## src/hdl/wdb3_pkg.sv

```systemverilog
// Shared types, constants and filter taps for the db3 analysis block.
`default_nettype none
package wdb3_pkg;
  localparam int MaxLevelsDef = 16;
  localparam int Taps = 6;
  localparam int TapW = 3;

  // Controller to datapath commands.
  typedef struct packed {
    logic load;       // take input byte into x
    logic fetch;      // unused; never asserted by the controller
    logic mac_clr;    // clear accumulators
    logic mac_en;     // accumulate one tap
    logic commit;     // shift window, bump count
    logic adv;        // x <= low result, next level
  } wdb3_cmd_t;

  typedef struct packed {
    logic fire;       // current level filters this sample
    logic next_fire;  // level above filters the low result it gets
  } wdb3_sts_t;

  // Q28 taps, oldest sample first.
  function automatic logic signed [31:0] hp_tap(input logic [TapW-1:0] k);
    logic signed [31:0] v;
    case (k)
      3'd0: v = 32'sd9455986;
      3'd1: v = 32'sd22935467;
      3'd2: v = -32'sd36241745;
      3'd3: v = -32'sd123447427;
      3'd4: v = 32'sd216598290;
      default: v = -32'sd89300572;
    endcase
    return v;
  endfunction

  function automatic logic signed [31:0] lp_tap(input logic [TapW-1:0] k);
    logic signed [31:0] v;
    case (k)
      3'd0: v = 32'sd89300572;
      3'd1: v = 32'sd216598290;
      3'd2: v = 32'sd123447427;
      3'd3: v = -32'sd36241745;
      3'd4: v = -32'sd22935467;
      default: v = 32'sd9455986;
    endcase
    return v;
  endfunction

  // Round Q48 sum to Q20 (ties up) and saturate to 32 bits.
  function automatic logic signed [31:0] round_sat(input logic signed [66:0] acc);
    logic signed [66:0] s;
    logic signed [38:0] q;
    logic signed [31:0] r;
    s = acc + 67'sd134217728;
    q = s[66:28];
    if (q > 39'sd2147483647) r = 32'sh7fffffff;
    else if (q < -39'sd2147483648) r = 32'sh80000000;
    else r = q[31:0];
    return r;
  endfunction
endpackage
`default_nettype wire

```

## src/hdl/wdb3_ctrl.sv

```systemverilog
// Controller: sequences levels, taps and result hand-off.
`default_nettype none
module wdb3_ctrl import wdb3_pkg::*; #(
  parameter int MaxLevels = MaxLevelsDef,
  localparam int LvW = (MaxLevels > 1) ? $clog2(MaxLevels) : 1
) (
  input  wire logic            clk,
  input  wire logic            rst,
  input  wire logic            in_valid,
  output logic                 in_stall,
  input  wire logic [4:0]      num_levels,
  input  wire wdb3_sts_t       sts,
  input  wire logic            out_stall,
  output logic                 out_valid,
  output logic                 out_last,
  output logic [LvW-1:0]       lv,
  output logic [TapW-1:0]      tap,
  output wdb3_cmd_t            cmd
);
  localparam logic [2:0] S_IDLE = 3'd0, S_CHK = 3'd1, S_MAC = 3'd2,
                         S_DRAIN = 3'd3, S_OUT = 3'd4, S_DRN2 = 3'd5;
  logic [2:0] state;
  logic [5:0] active;
  logic       more;

  assign active = (6'(num_levels) > 6'(MaxLevels)) ? 6'(MaxLevels) : 6'(num_levels);
  assign in_stall = (state != S_IDLE);
  // another level runs after this one when it fires
  assign more = (6'(lv) + 6'd1) < active;

  always_comb begin
    cmd = '0;
    cmd.load = (state == S_IDLE) && in_valid && (active != 6'd0);
    cmd.mac_clr = (state == S_CHK);
    cmd.mac_en = (state == S_MAC);
    cmd.commit = (state == S_CHK) && !sts.fire ||
                 (state == S_OUT) && !out_stall;
    cmd.adv = (state == S_OUT) && !out_stall;
  end

  assign out_valid = (state == S_OUT);
  // cascade stops at the last active level or where the next one does not fire
  assign out_last = !more || !sts.next_fire;

  always_ff @(posedge clk) begin
    if (rst) begin
      state <= S_IDLE;
      lv <= '0;
      tap <= '0;
    end else begin
      unique case (state)
        S_IDLE: if (cmd.load) begin
          lv <= '0;
          state <= S_CHK;
        end
        S_CHK: begin
          tap <= '0;
          state <= sts.fire ? S_MAC : S_IDLE;
        end
        S_MAC: begin
          if (tap == TapW'(Taps-1)) state <= S_DRAIN;
          else tap <= tap + 1'b1;
        end
        S_DRAIN: state <= S_DRN2;
        S_DRN2: state <= S_OUT;
        S_OUT: if (!out_stall) begin
          if (more) begin
            lv <= lv + 1'b1;
            state <= S_CHK;
          end else state <= S_IDLE;
        end
        default: state <= S_IDLE;
      endcase
    end
  end
endmodule
`default_nettype wire

```

## config.mk

```make
export PLATFORM = sky130hd
export DESIGN_NAME = wdb3_ctrl
export DESIGN_NICKNAME = d
export VERILOG_FILES = /design/src/hdl/wdb3_pkg.sv /design/src/hdl/wdb3_ctrl.sv
export SDC_FILE = /design/constraint.sdc
export NUM_CORES = 1
export LEC_CHECK = 0
export BUFFER_PORTS_ARGS = -buffer_cell sky130_fd_sc_hd__buf_2
export CAP_MARGIN = 20
export CORE_MARGIN = 2
export CORE_UTILIZATION = 48
export DETAILED_ROUTE_END_ITERATION = 6
export GPL_TIMING_DRIVEN = 0
export PLACE_DENSITY_LB_ADDON = 0.08
export SYNTH_ARGS = -nofsm -noshare
export SYNTH_HDL_FRONTEND = slang
export SYNTH_SLANG_ARGS = --single-unit
```

## constraint.sdc

```tcl
create_clock -name clk -period 2.65 [get_ports clk]
set_input_delay 0.53 -clock clk [delete_from_list [all_inputs] [get_ports clk]]
set_output_delay 0.53 -clock clk [all_outputs]
set_load 0.02 [all_outputs]
```

==> out/results.ini <==
[clocking]
clock_tree.htree_level_count = 1
tritoncts = yes
post_cts_hold_buffer_count = 0
clock_path_buffers = 2
clock-sinks = 10
cts-root-buf = sky130_fd_sc_hd__clkbuf_4
cts_buffers = 3
worstSkewPairLatency_ns = 0.28
clk_pin_slew_worst_paths_ns = 0.08

[setup_path]
crit_arrival_ns = 1.97
worst_setup_path_start_kind = flip-flop
cp_cell_sequence = ha_2, and3_1, ha_1, nand3_1, nor3_4, nand3b_1, buf_2
timing.critical_path.slowest_stage_cell = sky130_fd_sc_hd__dfxtp_2
setup.worst_path.class = reg -> out
max_stage_delay_ns = 0.35
worstSetupEndpointType = output pin
worst-endpoint-required_ns = 2.12
critPathMaxFanout = 6

[power]
power_density_mw_per_mm2 = 406
p_leak_nw = 0.493
fin_total_pwr_mw = 0.394
power.ir.vdd_worst_v = 0.000248

[placement]
port_buffers = 24
post-dp-hpwl_um = 1330
final_weighted_congestion_in_routability_driven_placement = 0.853
cell_area_reported_after_detailed_placement_um2 = 907

[yosys]
syn_avg_cell_area_um2 = 8.25
synth_edf_count = 0
synthesis.instances = 93
seq_area_frac_synth = 0.261
synthesis.nets = 111
yosysWarningCount = 0
synth.lib_cells_used.distinct = 40
postSynthRegisterBits = 10
syn-cell-area_um2 = 767
synth_flop_cell = sky130_fd_sc_hd__dfxtp_1
synth_async_sr_flop_share = 0

[cells_and_area]
area_delta_synth_final_pct = 26.8
finalNetCount = 141
postLayoutCoreUtil = 0.645
stdcell_area_um2 = 972
drive_above_1_share = 0.369
n_antenna_cell = 0

[global_routing]
overflow_left_after_global_routing = 0
antenna_found_initial = 0
grt_first_pass_wirelength_um = 2880
globalRouteTotalUtil = 0.200
via_count_of_the_first_global_routing_pass = 702
largest_net_degree_at_the_start_of_global_routing = 11

[routing]
dr.first_iter.drc_count = 8
drcViolationCount = 0
drt-pass1-iter-count = 4
postRouteWirelength_um = 1740
antenna_left = 0
via_total_after_detailed_routing = 743
routed_wire_length_per_instance_um = 12.6
avgViaCountPerCell = 5.38

[sta]
rsz0062_at_grt = no
period_needed_ns = 2.50
finClkSkew_ns = 0.00491
fin_setup_tns_ns = 0
slew_viol_final = 0
maximum_frequency_from_static_timing_analysis_ghz = 0.400
min_period_over_period = 0.944
setup_violations = 0
hold_violations = 0

[floorplan]
core_area_mm2 = 0.00151
io_pins = 27
chip_width_um = 44.0
chipHeight_um = 44.0
initial_utilization = 0.509
fp-row-count = 14
fp.dieArea_mm2 = 0.00193

[min_path]
timing.hold.worst.class = in -> reg

[flow_run]
drv.max_cap_violation_count = 0

[status]
outcome = completed

## final cells by class
| cell class | count | area (µm²) |
|---|---|---|
| sequential | 10 | 201 |
| buffer | 3 | 16.3 |
| multi-input combinational | 73 | 539 |
| tap | 16 | 20.0 |
| fill | 139 | 534 |
| inverter | 7 | 31.3 |
| clock buffer | 4 | 36.3 |
| timing repair buffer | 25 | 128 |
## worst paths after layout
| check | from | to | slack [ns] | cells after the start |
|---|---|---|---|---|
| min | sts[1] | state[1] | 0.49 | 3 |
| max | lv[0] | out_last | 0.15 | 7 |
| min reg2reg | tap[2] | tap[2] | 0.53 | 1 |
| max reg2reg | lv[1] | lv[2] | 0.26 | 8 |
## Yosys cell counts (all sizes together) (2+ instances only)
master | number | area [µm²]
buf | 3 | 16.3
nor3 | 2 | 10.0
nor2 | 8 | 30.0
nand2 | 8 | 30.0
nand3 | 5 | 25.0
inv | 6 | 22.5
xor2 | 2 | 17.5
nand2b | 2 | 20.0
ha | 7 | 87.6
nor2b | 2 | 12.5
o21ai | 5 | 25.0
nor3b | 2 | 15.0
nand3b | 3 | 22.5
dfxtp | 10 | 200
a21oi | 7 | 35.0
## critical path, delay by kind of cell (launching register included)
kind	cells	cell delay (ns)
adders and majority gates	2	0.52
and+or+nand+nor	4	0.67
buffers and inverters	1	0.16
DFF	1	0.35
## per-stage QoR
stage / worst slack, ns / hold WS [ns] / std cells
floorplan: 0.307 / 0.483 / 93
finish: 0.148 / 0.492 / 138
global placement: 0.164 / 0.488 / 133
global route: 0.00200 / 0.562 / 138
CTS: 0.0160 / 0.495 / 137
detailed placement: 0.158 / 0.518 / 133
## layout by cell type, fill, tap and decap left out, types with 2 or more instances in the layout
cell / synthesis / layout
sky130_fd_sc_hd__nor2b_1: 2 / 2
sky130_fd_sc_hd__buf_2: 1 / 25
sky130_fd_sc_hd__a21oi_1: 7 / 7
sky130_fd_sc_hd__ha_1: 7 / 6
sky130_fd_sc_hd__dfxtp_1: 10 / 9
sky130_fd_sc_hd__nand3b_1: 3 / 3
sky130_fd_sc_hd__clkbuf_4: 0 / 3
sky130_fd_sc_hd__xor2_1: 2 / 2
sky130_fd_sc_hd__nor2_1: 8 / 8
sky130_fd_sc_hd__nand3_1: 5 / 5
sky130_fd_sc_hd__buf_4: 1 / 2
sky130_fd_sc_hd__nor3b_1: 2 / 2
sky130_fd_sc_hd__inv_1: 6 / 6
sky130_fd_sc_hd__o21ai_0: 4 / 4
sky130_fd_sc_hd__nand2_1: 8 / 8
## where the power goes
| part | leakage (nW) | switching (mW) | internal [mW] |
|---|---|---|---|
| Combinational | 0.391 | 0.0524 | 0.0372 |
| Sequential | 0.0814 | 0.00497 | 0.154 |
| Clock | 0.0210 | 0.0625 | 0.0836 |
## sequential cells by signal, indices dropped and copies added (netlist names)
name,cells
lv,4
state,3
tap,3
## metal layers
| layer | GRT usage | up-vias | share of wire |
|---|---|---|---|
| met2 | 0.344 | 19 | 0.47 |
| met5 | 0 | - | 0 |
| met3 | 0.0250 | 2 | 0.043 |
| li1 | - | 386 | - |
| met1 | 0.252 | 336 | 0.48 |
| met4 | 0.0788 | 0 | 0.012 |
## cells by family (layout without fill, tap and decap cells)
kind of cell | count (synthesis) | in the layout | synth area share
xor gates and xnor gates | 3 | 3 | 0.0343
muxes | 1 | 1 | 0.0131
DFF | 10 | 10 | 0.261
buffers and inverters | 10 | 39 | 0.0620
other | 1 | 1 | 0.00489
AOI/OAI and AO/OA | 22 | 22 | 0.222
and+or+nand+nor | 39 | 39 | 0.289
adders and majority gates | 7 | 7 | 0.114
## timing repair
action / 4_1_cts / 5_1_grt
resized for setup: 1 / 4
setup endpoints to repair: 1 / 1
gates cloned: 0 / 0
pin swaps: 0 / 1
setup buffers: 0 / 1
hold endpoints to repair: 0 / 0
Note: power is estimated with default switching activity, not from simulation.
